===== config.mk =====
export PLATFORM = sky130hd
export DESIGN_NAME = msct_ctrl
export DESIGN_NICKNAME = d
export VERILOG_FILES = /design/src/rtl/msct_pkg.sv /design/src/rtl/msct_ctrl.sv
export SDC_FILE = /design/constraint.sdc
export NUM_CORES = 1
export LEC_CHECK = 0
export ABC_AREA = 1
export BUFFER_PORTS_ARGS = -buffer_cell sky130_fd_sc_hd__buf_4
export CORE_MARGIN = 2
export CORE_UTILIZATION = 50
export DETAILED_ROUTE_END_ITERATION = 10
export GPL_ROUTABILITY_DRIVEN = 0
export PLACE_DENSITY = 0.81
export SLEW_MARGIN = 20
export SYNTH_ARGS = -nofsm -noshare
export SYNTH_HDL_FRONTEND = slang
export SYNTH_SLANG_ARGS = --single-unit

===== constraint.sdc =====
create_clock -name clk_i -period 1.7 [get_ports clk_i]
set_input_delay 0.34 -clock clk_i [delete_from_list [all_inputs] [get_ports clk_i]]
set_output_delay 0.34 -clock clk_i [all_outputs]
set_load 0.01 [all_outputs]

===== src/rtl/msct_pkg.sv =====
`default_nettype none
package msct_pkg;

  localparam int unsigned DefNumCores = 4;
  localparam int unsigned DefSets     = 64;
  localparam int unsigned DefWays     = 4;
  localparam int unsigned TagW        = 30;

  typedef enum logic [1:0] {
    KindRead  = 2'd0,
    KindWrite = 2'd1,
    KindFlush = 2'd2,
    KindNone  = 2'd3
  } kind_e;

  typedef enum logic [1:0] {
    StI = 2'd0,
    StM = 2'd1,
    StE = 2'd2,
    StS = 2'd3
  } mesi_e;

  typedef enum logic [1:0] {
    CfgActiveCores = 2'd0,
    CfgWaysInUse   = 2'd1,
    CfgBlockLog2   = 2'd2,
    CfgSetBits     = 2'd3
  } cfg_idx_e;

  typedef struct packed {
    logic latch_in;
    logic rd_req;
    logic rd_snoop;
    logic look;
    logic snoop_chk;
    logic install;
    logic load_out;
    logic out_flush;
    logic flush_clear;
    logic cnt_clr;
    logic cnt_inc;
  } msct_cmd_t;

  typedef struct packed {
    logic is_flush;
    logic is_write;
    logic ignore;
    logic found;
    logic shared;
    logic req_hit;
    logic cnt_end;
    logic cnt_req;
    logic cnt_last;
    logic out_free;
  } msct_sts_t;

  function automatic int unsigned max_set_bits(int unsigned sets);
    int unsigned b;
    b = 0;
    for (int i = 0; i < 7; i++) begin
      if ((2 << b) <= sets) begin
        b = b + 1;
      end
    end
    return b;
  endfunction

endpackage
`default_nettype wire


===== src/rtl/msct_ctrl.sv =====
`default_nettype none
module msct_ctrl
  import msct_pkg::*;
(
  input  wire logic      clk_i,
  input  wire logic      rst_ni,
  input  wire logic      in_valid_i,
  output logic           in_ready_o,
  input  wire msct_sts_t sts_i,
  output msct_cmd_t      cmd_o
);

  typedef enum logic [7:0] {
    SIdle     = 8'b0000_0001,
    SDecode   = 8'b0000_0010,
    SLook     = 8'b0000_0100,
    SSnoopRd  = 8'b0000_1000,
    SSnoopChk = 8'b0001_0000,
    SInstall  = 8'b0010_0000,
    SEmit     = 8'b0100_0000,
    SFlush    = 8'b1000_0000
  } state_e;

  state_e state_q, state_d;

  always_comb begin
    state_d    = state_q;
    cmd_o      = '0;
    in_ready_o = 1'b0;
    unique case (state_q)
      SIdle: begin
        in_ready_o = 1'b1;
        if (in_valid_i) begin
          cmd_o.latch_in = 1'b1;
          state_d = SDecode;
        end
      end
      SDecode: begin
        if (sts_i.is_flush) begin
          cmd_o.cnt_clr = 1'b1;
          state_d = SFlush;
        end else if (sts_i.ignore) begin
          state_d = SIdle;
        end else begin
          cmd_o.rd_req = 1'b1;
          state_d = SLook;
        end
      end
      SLook: begin
        cmd_o.look    = 1'b1;
        cmd_o.cnt_clr = 1'b1;
        if (sts_i.found && !(sts_i.is_write && sts_i.shared)) begin
          state_d = SEmit;
        end else begin
          state_d = SSnoopRd;
        end
      end
      SSnoopRd: begin
        if (sts_i.cnt_end) begin
          state_d = sts_i.req_hit ? SEmit : SInstall;
        end else if (sts_i.cnt_req) begin
          cmd_o.cnt_inc = 1'b1;
        end else begin
          cmd_o.rd_snoop = 1'b1;
          state_d = SSnoopChk;
        end
      end
      SSnoopChk: begin
        cmd_o.snoop_chk = 1'b1;
        cmd_o.cnt_inc   = 1'b1;
        if (!sts_i.is_write && sts_i.found) begin
          state_d = SInstall;
        end else begin
          state_d = SSnoopRd;
        end
      end
      SInstall: begin
        cmd_o.install = 1'b1;
        state_d = SEmit;
      end
      SEmit: begin
        if (sts_i.out_free) begin
          cmd_o.load_out = 1'b1;
          state_d = SIdle;
        end
      end
      SFlush: begin
        if (sts_i.out_free) begin
          cmd_o.load_out  = 1'b1;
          cmd_o.out_flush = 1'b1;
          cmd_o.cnt_inc   = 1'b1;
          if (sts_i.cnt_last) begin
            cmd_o.flush_clear = 1'b1;
            state_d = SIdle;
          end
        end
      end
      default: begin
        state_d = SIdle;
      end
    endcase
  end

  always_ff @(posedge clk_i or negedge rst_ni) begin
    if (!rst_ni) begin
      state_q <= SIdle;
    end else begin
      state_q <= state_d;
    end
  end

endmodule
`default_nettype wire


==> summary.md, run 1 <==
| Metric | Value |
|---|---|
| IO Pins | `25` |
| Max capacitance violation total | `0` |
| Final WL | `around 1800 um` |
| Mapped Area | `663 um2` |
| CP Launch Type | `flop` |
| Failing checks | `setup timing` |
| Clock power share | `15.1%` |
| First-pass GRT wire length | `2680 um` |
| DP Cell Count | `136` |
| Final Total Pwr | `1.01 mW` |
| Multi-input gate area | `455 um2` |
| Antenna violations before repair | `0` |
| Die Y | `roughly 40 um` |
| Top-count cell post-synth | `inv_1` |
| Setup crit end kind | `output pin` |
| Nets@finish | `145` |
| CTS HTree Levels | `1` |
| Synth Flop Type | `dfrtp_1` |
| Setup slack after layout | `-0.0759 ns` |
| Synth top area cells | `dfrtp_1 26%, inv_1 10%, nand2_1 9.6%` |
| Hold Crit Class | `in2reg` |
| Synth Instances | `96` |
| Biggest register | `state_q` |
| DRT Pass-1 Iters | `4` |
| Slew @ Worst Pin | `0.274 ns` |
| P_sw | `around 450 uW` |
| Largest registers | `state_q (8)` |
| Clk root buf | `clkbuf_4` |
| WP buf/inv | `1` |
| Finish-stage setup viols | `7` |
| IO Port Bufs | `24` |
| Antenna Cells | `0` |
| Max Fanout on Critical Path | `7` |
| Antenna viol nets, final | `0` |
| CTS tree | `yes` |
| Core ar. | `1270 um2` |
| Max Freq | `563 MHz` |
| Vias per std cell | `5.01` |
| Num Clock Sinks | `8` |
| Synth Warn # | `0` |
| Proportion of layout cells with a drive suffix above 1 | `47.3%` |
| EDFF count, synth | `0` |
| Post-synthesis register bit count | `8` |
| Power Density | `1000 nW/um2` |
| Clock Skews | `0.00342 ns` |
| Initial Utilization | `52.3%` |
| Max reg flops | `8` |
| Number of global-route vias before repair | `625` |
| Relative slew slack | `81.6%` |
| Crit-path slowest cell | `dfrtp_1` |
| Total die area | `1630 um2` |
| Synth top area share | `26.4%` |
| Number of CTS-inserted buffers | `3` |
| Commonest cells post-synth | `18 x inv_1, 17 x nand2_1, 15 x nor2_1` |
| CTS max path bufs | `2` |
| DP HPWL | `1270 um` |
| Sequential cell area | `201 um2` |
| Worst skew pair latency | `0.25 ns` |
| GR Overflow Total | `0` |
| Status | `complete, but fails checks` |
| Largest net degree at the start of global routing | `9` |
| CP delay by family, top | `simple AND/OR/NAND/NOR gates` |
| Synth Area per Inst | `roughly 6.9 um2` |
| VDD IR max | `0.835 mV` |
| Final Non-Filler Cells | `~150` |
| Clock transition at the registers of the reported paths | `0.05 ns` |
| Net count after synthesis | `109` |
| Crit path DAT | `1.44 ns` |
| RSZ-0062 raised after global routing | `yes` |
| Cell chain of the critical path | `nor2_4 -> nand2_4 -> nor4_2 -> buf_4` |
| P&R area growth vs syn | `52.6%` |
| Wirelength per Cell | `about 12 um` |
| Fin. max-slew vios | `0` |
| Sw Ratio | `44.2%` |
| Final worst path period share | `104%` |
| Comb pwr share | `59.1%` |
| 1st-iter DRT viols | `23` |
| Sequential area share after synthesis | `30.4%` |
| Worst hold margin | `0.286 ns` |
| Max incr delay on CP | `~0.40 ns` |
| FP Rows | `13` |
| Via count | `between 700 and 800` |
| Final hold violations | `0` |
| Critical Path RT | `~1.4 ns` |
| # DRC | `0` |
| Yosys cell types | `20` |
| Crit Path Class | `reg2out` |
| # fillers | `96` |
| Leak Pwr | `0.557 nW` |
| Async set-reset flop share out of synthesis | `100%` |
| Internal power | `565 uW` |
| Reg power frac | `between 20% and 30%` |
| Total track usage | `between 20% and 30%` |
| Yosys top cell by area | `dfrtp_1` |
| Minimum clock period | `1.78 ns` |
| Die X | `40.4 um` |
worst reg2reg max path: cells and delay by family (launching register included):
| family | cells | cell delay (ns) |
|---|---|---|
| buf+inv | 1 | 0.16 |
| flops | 1 | 0.40 |
| simple gates | 8 | 0.78 |
area by class of cell:
| type | count | area share, % |
|---|---|---|
| multi-input combinational | 70 | 45.0 |
| timing repair buffer | 31 | 24.0 |
| sequential | 8 | 19.9 |
| inverter | 18 | 6.67 |
| clock buffer | 4 | 2.60 |
| tap | 15 | 1.85 |
power groups by stage:
stage | Combinational (mW) | Sequential, mW | Clock (mW)
after floorplan | 0.311 | 0.255 | 0
after global placement | 0.445 | 0.257 | 0
after detailed placement | 0.449 | 0.258 | 0
after CTS | 0.578 | 0.262 | 0.151
after global routing | 0.647 | 0.264 | 0.164
final | 0.598 | 0.262 | 0.152
placed cells by master (no fill, tap or decap), drive strengths merged, types with 2 or more instances in the layout:
cell    count
nor4        2
nor2       26
a21oi       2
clkbuf      4
nand3      12
nor3        2
buf        30
inv        18
nand2      21
dfrtp       7
timing repair:
item	in CTS	in global routing
hold buffers	1	0
endpoints found under the hold margin	7	0
setup buffers	5	0
pin swaps	4	0
resized for setup	16	2
setup endpoints to repair	7	10
through the flow:
step	setup slack [ns]	setup TNS [ns]	cell area [um2]	utilization, %
after floorplan	0.263	0	663	-
after global placement	0.189	0	870	68.5
after detailed placement	0.172	0	870	68.5
after CTS	-0.0156	-0.0483	1000	78.9
after global routing	-0.153	-0.945	1010	79.8
final	-0.0759	-0.258	1010	79.8
layer usage:
| metal | part of all wire (%) | GRT usage (%) | routed length (um) |
|---|---|---|---|
| met5 | 0 | 0 | 0 |
| met4 | 1.2 | 10.0 | 21 |
| met3 | 2.0 | 0 | 36 |
| met2 | 52 | 45.2 | 945 |
| met1 | 44 | 31.7 | 798 |
final timing paths:
| check | startpoint | endpoint | slack [ns] | cells after the start |
|---|---|---|---|---|
| max in group asynchronous | rst_ni | state_q[0]$_DFFE_PN1P_ | 1.05 | 2 |
| min in group asynchronous | rst_ni | state_q[5]$_DFFE_PN0P_ | 0.44 | 2 |
| setup / recovery | state_q[7]$_DFFE_PN0P_ | cmd_o[9] | -0.08 | 4 |
| hold reg to reg | state_q[7]$_DFFE_PN0P_ | state_q[7]$_DFFE_PN0P_ | 0.65 | 3 |
| setup reg to reg | state_q[7]$_DFFE_PN0P_ | state_q[0]$_DFFE_PN1P_ | 0.27 | 9 |
| hold / removal | sts_i[7] | state_q[2]$_DFFE_PN0P_ | 0.29 | 2 |
cells by family (layout without fill, tap and decap cells):
kind of cell           after synthesis  after routing  synth area share [%]
AND/OR/NAND/NOR                     66             66                  56.0
AO/OA/AOI/OAI                        4              4                  3.40
flip-flops                           8              8                  30.4
buffers and inverters               18             53                  10.2
Note: power is estimated with default switching activity, not from simulation.
==> run 2, diff against run 1 <==
==> constraint.sdc (replaced) <==
create_clock -name clk_i -period 2.2 [get_ports clk_i]
set_input_delay 0.44 -clock clk_i [delete_from_list [all_inputs] [get_ports clk_i]]
set_output_delay 0.44 -clock clk_i [all_outputs]
set_load 0.01 [all_outputs]
==> run 2 against run 1 <==
  * Critical path type unchanged
  * Largest cell class unchanged
  * Worst hold slack improved by 0.096 ns
  * Total power fell by 34%
  * Critical path depth rose by 2
  * Largest power group unchanged
  * The flow now finishes without violations
  * Die area did not move
==> summary.md, run 2 (same netlist as run 1, synthesis figures left out) <==
| Metric | Value |
|---|---|
| Crit Path Class | `reg2out (unchanged)` |
| Max Freq | `530 MHz` |
| Antenna viol nets, final | `0 (unchanged)` |
| Hold Path Depth | `2 (unchanged)` |
| Worst skew pair latency | `0.25 ns (about the same)` |
| Fin. max-slew vios | `0 (unchanged)` |
| GR Overflow Total | `0 (unchanged)` |
| First-pass GRT wire length | `2300 um (was 2680 um)` |
| Hold Crit Class | `in2reg (unchanged)` |
| Most frequent cells in the layout | `24 x buf_4, 18 x inv_1, 17 x nand2_1, 15 x nor2_1, 11 x nand3_1 (was 28 x buf_4, 16 x inv_1, 15 x nor2_1, 13 x nand2_1)` |
| Num Clock Sinks | `8 (unchanged)` |
| Final worst path period share | `between 80% and 90%` |
| IO Pins | `25 (unchanged)` |
| Metal1 wirelength | `705 um (was 798 um)` |
| Fin Setup TNS | `0 ns (was -0.258 ns)` |
| Final hold violations | `0 (unchanged)` |
| Post-CTS sizing | `0 (was 16)` |
| CTS max path bufs | `2 (unchanged)` |
| IO Port Bufs | `24 (unchanged)` |
| Finished Cell Area | `898 um2 (was 1010 um2)` |
| Clock transition at the registers of the reported paths | `0.05 ns (about the same)` |
| Total die area | `1630 um2 (unchanged)` |
| Initial Utilization | `52.3% (unchanged)` |
| Slew @ Worst Pin | `0.275 ns (was 0.274 ns)` |
| Top Layer Used | `met4 (unchanged)` |
| VDD IR max | `0.401 mV (was 0.835 mV)` |
| DRT Pass-1 Iters | `4 (unchanged)` |
| Antenna Cells | `0 (unchanged)` |
| Met2 Routed Length | `702 um (was 945 um)` |
| Number of global-route vias before repair | `552 (was 625)` |
| Met3 WL | `62 um (was 36 um)` |
| Final Non-Filler Cells | `140 (was 146)` |
| Worst hold margin | `0.381 ns (was 0.286 ns)` |
| Leak Pwr | `0.516 nW (was 0.557 nW)` |
| # fillers | `106 (was 96)` |
| Die Y | `40.4 um (unchanged)` |
| Clock Skews | `0.00295 ns (was 0.00342 ns)` |
| Biggest register | `state_q (unchanged)` |
| Minimum clock period | `1.89 ns` |
| FP Rows | `13 (unchanged)` |
| Core ar. | `1270 um2 (unchanged)` |
| Via count | `697 (was 731)` |
| Proportion of layout cells with a drive suffix above 1 | `36.8% (was 47.3%)` |
| Finish-stage setup viols | `0 (was 7)` |
| Max reg flops | `8 (unchanged)` |
| Final WL | `1480 um (was 1800 um)` |
| Commonest non-fill, non-tap cell in the layout | `buf_4 (unchanged)` |
| Crit path DAT | `1.45 ns (was 1.44 ns)` |
| Die X | `40.4 um (unchanged)` |
| R2R cell count | `9 (unchanged)` |
| Setup Buffers After CTS | `0 (was 5)` |
| Wirelength per Cell | `10.6 um (was 12.3 um)` |
| # DRC | `0 (unchanged)` |
| RSZ-0062 raised after global routing | `no (was yes)` |
| Largest registers | `state_q (8) (unchanged)` |
| Cell Area, Placed | `862 um2 (was 870 um2)` |
| Critical Path RT | `1.76 ns (was 1.36 ns)` |
| Largest net degree at the start of global routing | `9 (unchanged)` |
| Clk root buf | `clkbuf_4 (unchanged)` |
| Fin util | `70.8% (was 79.8%)` |
| Number of CTS-inserted buffers | `3 (unchanged)` |
| CTS HTree Levels | `1 (unchanged)` |
| Status | `complete, no violations (was complete, but fails checks)` |
| Power Density | `740 nW/um2 (was 1000 nW/um2)` |
| DP HPWL | `1270 um (about the same)` |
| Vias per std cell | `4.98 (was 5.01)` |
| Max Fanout on Critical Path | `8 (was 7)` |
| CTS tree | `yes (unchanged)` |
| CP Launch Type | `flop (unchanged)` |
| Setup crit end kind | `output pin (unchanged)` |
| Relative slew slack | `81.5% (was 81.6%)` |
| Antenna violations before repair | `0 (unchanged)` |
| Total track usage | `21.3% (was 25.2%)` |
| Nets@finish | `139 (was 145)` |
| P&R area growth vs syn | `35.5% (was 52.6%)` |
| 1st-iter DRT viols | `11 (was 23)` |
| Max capacitance violation total | `0 (unchanged)` |
| DP Cell Count | `135 (was 136)` |
-- run 2: changes by cell type in the layout (fill, tap and decap cells not counted), moves of 2 or more --
cell / delta
nor2_2: +5
inv_1: +2
nand3_2: -2
nand2_1: +4
buf_6: -2
nand3_1: +2
buf_4: -4
nand2_2: -3
inv_2: -2
nor2_4: -5
-- run 2: worst paths after layout --
check	start	to	slack, ns
min in group asynchronous	rst_ni	state_q[6]$_DFFE_PN0P_	0.55
max in group asynchronous	rst_ni	state_q[0]$_DFFE_PN1P_	1.44
max	state_q[6]$_DFFE_PN0P_	cmd_o[8]	0.31
min reg2reg	state_q[7]$_DFFE_PN0P_	state_q[7]$_DFFE_PN0P_	0.58
max reg2reg	state_q[0]$_DFFE_PN1P_	state_q[0]$_DFFE_PN1P_	0.86
min	sts_i[7]	state_q[2]$_DFFE_PN0P_	0.38
-- run 2: area by class of cell --
type,instances,area [um2],area share (%)
repair buffers,25,190,21.2
inverters,18,67.6,7.52
flip-flops and latches,8,201,22.4
clock buffers,4,26.3,2.92
well taps,15,18.8,2.09
multi-input cells,70,394,43.9
-- run 2: routing by layer --
metal	up-vias	GRT usage (%)
met5	-	0
met4	0	7.50
met3	2	1.67
met2	25	35.3
met1	308	28.6
li1	362	-
-- run 2: worst max-delay path: stages, from the launching register on --
cell and delay (ns):
dfrtp_1 0.41, nor2_4 0.16, nand2_4 0.13, nor2_8 0.17, nand2_1 0.09, nor2_1 0.10
buf_4 0.13
-- run 2: what timing repair did --
action / in CTS / in global routing
hold endpoints to repair: 4 / 0
hold buffers: 1 / 0
setup endpoints to repair: 0 / 0
-- run 2: stage by stage --
step | setup slack, ns | total power, mW
after global placement | 0.590 | 0.542
final | 0.315 | 0.665
after floorplan | 0.663 | 0.437
after CTS | 0.313 | 0.665
after global routing | 0.157 | 0.718
after detailed placement | 0.572 | 0.546
-- run 2: report_power, final --
group	total, mW	switching (mW)	internal (mW)
Clock	0.114	0.0447	0.0690
Sequential	0.197	0.0199	0.177
Combinational	0.354	0.222	0.132
==> run 3, diff against run 2 <==
==> constraint.sdc (replaced) <==
create_clock -name clk_i -period 2.2 [get_ports clk_i]
set_input_delay 0.11 -clock clk_i [delete_from_list [all_inputs] [get_ports clk_i]]
set_output_delay 0.11 -clock clk_i [all_outputs]
set_load 0.01 [all_outputs]
==> run 3 against run 2 <==
  * First-iteration DRC count increased to 3.5 times the previous value
  * Critical endpoint is now cmd_o[2]
  * Via count decreased by 0.43%
  * Largest cell class unchanged
  * Worst hold slack got worse by 0.34 ns
  * Largest power group unchanged
==> summary.md, run 3 (same netlist as run 1, synthesis figures left out) <==
| Metric | Value |
|---|---|
| Multi-input gate area | `394 um2 (unchanged)` |
| Max incr delay on CP | `0.39 ns (was 0.41 ns)` |
| WP buf/inv | `1 (unchanged)` |
| FP Rows | `13 (unchanged)` |
| Minimum clock period | `1.60 ns (was 1.89 ns)` |
| Final hold violations | `0 (unchanged)` |
| Worst reg2reg setup slack | `0.89 ns (was 0.86 ns)` |
| Setup crit end kind | `output pin (unchanged)` |
| Fin util | `70.8% (unchanged)` |
| Hold path endpoint | `state_q[2]$_DFFE_PN0P_ (unchanged)` |
| CP Launch Type | `flop (unchanged)` |
| Hold path startpoint | `sts_i[7] (unchanged)` |
| CTS tree | `yes (unchanged)` |
| DP HPWL | `1270 um (about the same)` |
| CTS HTree Levels | `1 (unchanged)` |
| VDD IR max | `0.507 mV (was 0.401 mV)` |
| P&R area growth vs syn | `35.5% (unchanged)` |
| Die X | `40.4 um (unchanged)` |
| Via count | `694 (was 697)` |
| Antenna violations before repair | `0 (unchanged)` |
| Critical Path RT | `2.09 ns (was 1.76 ns)` |
| Clock Skews | `0.00689 ns (was 0.00295 ns)` |
| Number of global-route vias before repair | `605 (was 552)` |
| Initial Utilization | `52.3% (unchanged)` |
| IO Pins | `25 (unchanged)` |
| Largest registers | `state_q (8) (unchanged)` |
| Vias per std cell | `4.96 (was 4.98)` |
| Commonest non-fill, non-tap cell in the layout | `buf_4 (unchanged)` |
| Largest net degree at the start of global routing | `9 (unchanged)` |
| CP delay by family, top | `simple AND/OR/NAND/NOR gates (unchanged)` |
| Power Density | `742 nW/um2 (was 740 nW/um2)` |
| Fin. max-slew vios | `0 (unchanged)` |
| Crit path DAT | `1.49 ns (was 1.45 ns)` |
| Max Freq | `624 MHz (was 530 MHz)` |
| Status | `complete, no violations (unchanged)` |
| GR Overflow Total | `0 (unchanged)` |
| Finish-stage setup viols | `0 (unchanged)` |
| Cell chain of the critical path | `nor2_2 -> nand2_2 -> nor2_2 -> nand3_1 -> nor2_1 -> buf_4 (was nor2_4 -> nand2_4 -> nor2_8 -> nand2_1 -> nor2_1 -> buf_4)` |
| Die Y | `40.4 um (unchanged)` |
| # DRC | `0 (unchanged)` |
| Biggest register | `state_q (unchanged)` |
| Hold Path Depth | `2 (unchanged)` |
| Crit-path slowest cell | `dfrtp_1 (unchanged)` |
| Clock transition at the registers of the reported paths | `0.05 ns (about the same)` |
| GRT met2 Usage | `38.9% (was 35.3%)` |
| Leak Pwr | `0.516 nW (unchanged)` |
| Most used cell, CP | `nor2_2` |
| Total track usage | `23.5% (was 21.3%)` |
| CTS max path bufs | `2 (unchanged)` |
| Proportion of layout cells with a drive suffix above 1 | `36.8% (unchanged)` |
| Worst skew pair latency | `0.25 ns (about the same)` |
| Fin Setup TNS | `0 ns (unchanged)` |
| Core ar. | `1270 um2 (unchanged)` |
| Most frequent cells in the layout | `24 x buf_4, 18 x inv_1, 17 x nand2_1, 15 x nor2_1, 11 x nand3_1 (unchanged)` |
| Relative slew slack | `81.4% (was 81.5%)` |
| First-pass GRT wire length | `2560 um (was 2300 um)` |
| Hold Crit Class | `in2reg (unchanged)` |
| Slew @ Worst Pin | `0.276 ns (was 0.275 ns)` |
| 1st-iter DRT viols | `39 (was 11)` |
| DRT Pass-1 Iters | `4 (unchanged)` |
| GRT busiest layer | `met2 (unchanged)` |
| Clk root buf | `clkbuf_4 (unchanged)` |
| Crit Path Class | `reg2out (unchanged)` |
| IO Port Bufs | `24 (unchanged)` |
| Nets@finish | `139 (unchanged)` |
| Number of CTS-inserted buffers | `3 (unchanged)` |
| Sequential cell area | `201 um2 (unchanged)` |
| Post-CTS sizing | `0 (unchanged)` |
| Max reg flops | `8 (unchanged)` |
| Max capacitance violation total | `0 (unchanged)` |
| Antenna viol nets, final | `0 (unchanged)` |
| Total die area | `1630 um2 (unchanged)` |
| Reg2Reg Capture Point | `state_q[0]$_DFFE_PN1P_ (unchanged)` |
| Wirelength per Cell | `10.9 um (was 10.6 um)` |
| R2R cell count | `9 (unchanged)` |
| Met3 global-route usage | `0% (was 1.67%)` |
| Final worst path period share | `72.9% (was 85.7%)` |
| R2R Path Start | `state_q[0]$_DFFE_PN1P_ (unchanged)` |
| # fillers | `111 (was 106)` |
| Num Clock Sinks | `8 (unchanged)` |
| M1 GR Usage | `32.2% (was 28.6%)` |
| Max Fanout on Critical Path | `4 (was 8)` |
| RSZ-0062 raised after global routing | `no (unchanged)` |
| Final WL | `1530 um (was 1480 um)` |
| Antenna Cells | `0 (unchanged)` |
-- run 3: metrics by stage --
stage | setup WS [ns] | std cells | hold slack [ns] | total power [mW] | cell area (um2)
2_1_floorplan | 0.969 | 96 | -0.186 | 0.437 | 663
3_3_place_gp | 0.911 | 135 | -0.0738 | 0.539 | 862
6_report | 0.597 | 140 | 0.0407 | 0.667 | 898
4_1_cts | 0.582 | 140 | 0.0377 | 0.668 | 898
3_5_place_dp | 0.883 | 135 | -0.0726 | 0.545 | 862
5_1_grt | 0.446 | 140 | 0.0338 | 0.725 | 898
-- run 3: metal layers --
| metal | wire length [um] | vias to the layer above |
|---|---|---|
| met5 | 0 | - |
| met4 | 15 | 0 |
| met3 | 79 | 2 |
| met2 | 732 | 30 |
| met1 | 699 | 305 |
| li1 | - | 357 |
-- run 3: worst max path at each step --
stage | slack [ns] | end | cells after the start | startpoint
2_1_floorplan | 0.97 | state_q[0]$_DFFE_PN1P_ | 9 | state_q[0]$_DFFE_PN1P_
3_5_place_dp | 0.88 | cmd_o[2] | 6 | state_q[1]$_DFFE_PN0P_
4_1_cts | 0.58 | cmd_o[2] | 6 | state_q[1]$_DFFE_PN0P_
3_3_place_gp | 0.91 | state_q[0]$_DFFE_PN1P_ | 9 | state_q[0]$_DFFE_PN1P_
6_report | 0.60 | cmd_o[2] | 6 | state_q[1]$_DFFE_PN0P_
5_1_grt | 0.45 | cmd_o[2] | 6 | state_q[1]$_DFFE_PN0P_
-- run 3: area by class of cell --
| type | count | share of cell area [%] |
|---|---|---|
| clock buffer | 4 | 2.92 |
| inverter | 18 | 7.52 |
| multi-input combinational | 70 | 43.9 |
| sequential | 8 | 22.4 |
| tap | 15 | 2.09 |
| timing repair buffer | 25 | 21.2 |
-- run 3: power breakdown --
part           internal [mW]  switching (mW)
sequential             0.178          0.0203
clock                 0.0694          0.0500
combinational          0.132           0.217
-- run 3: repair_timing --
action | 4_1_cts | 5_1_grt
setup buffers | 0 | 0
hold buffers | 1 | 0
endpoints found under the hold margin | 8 | 0
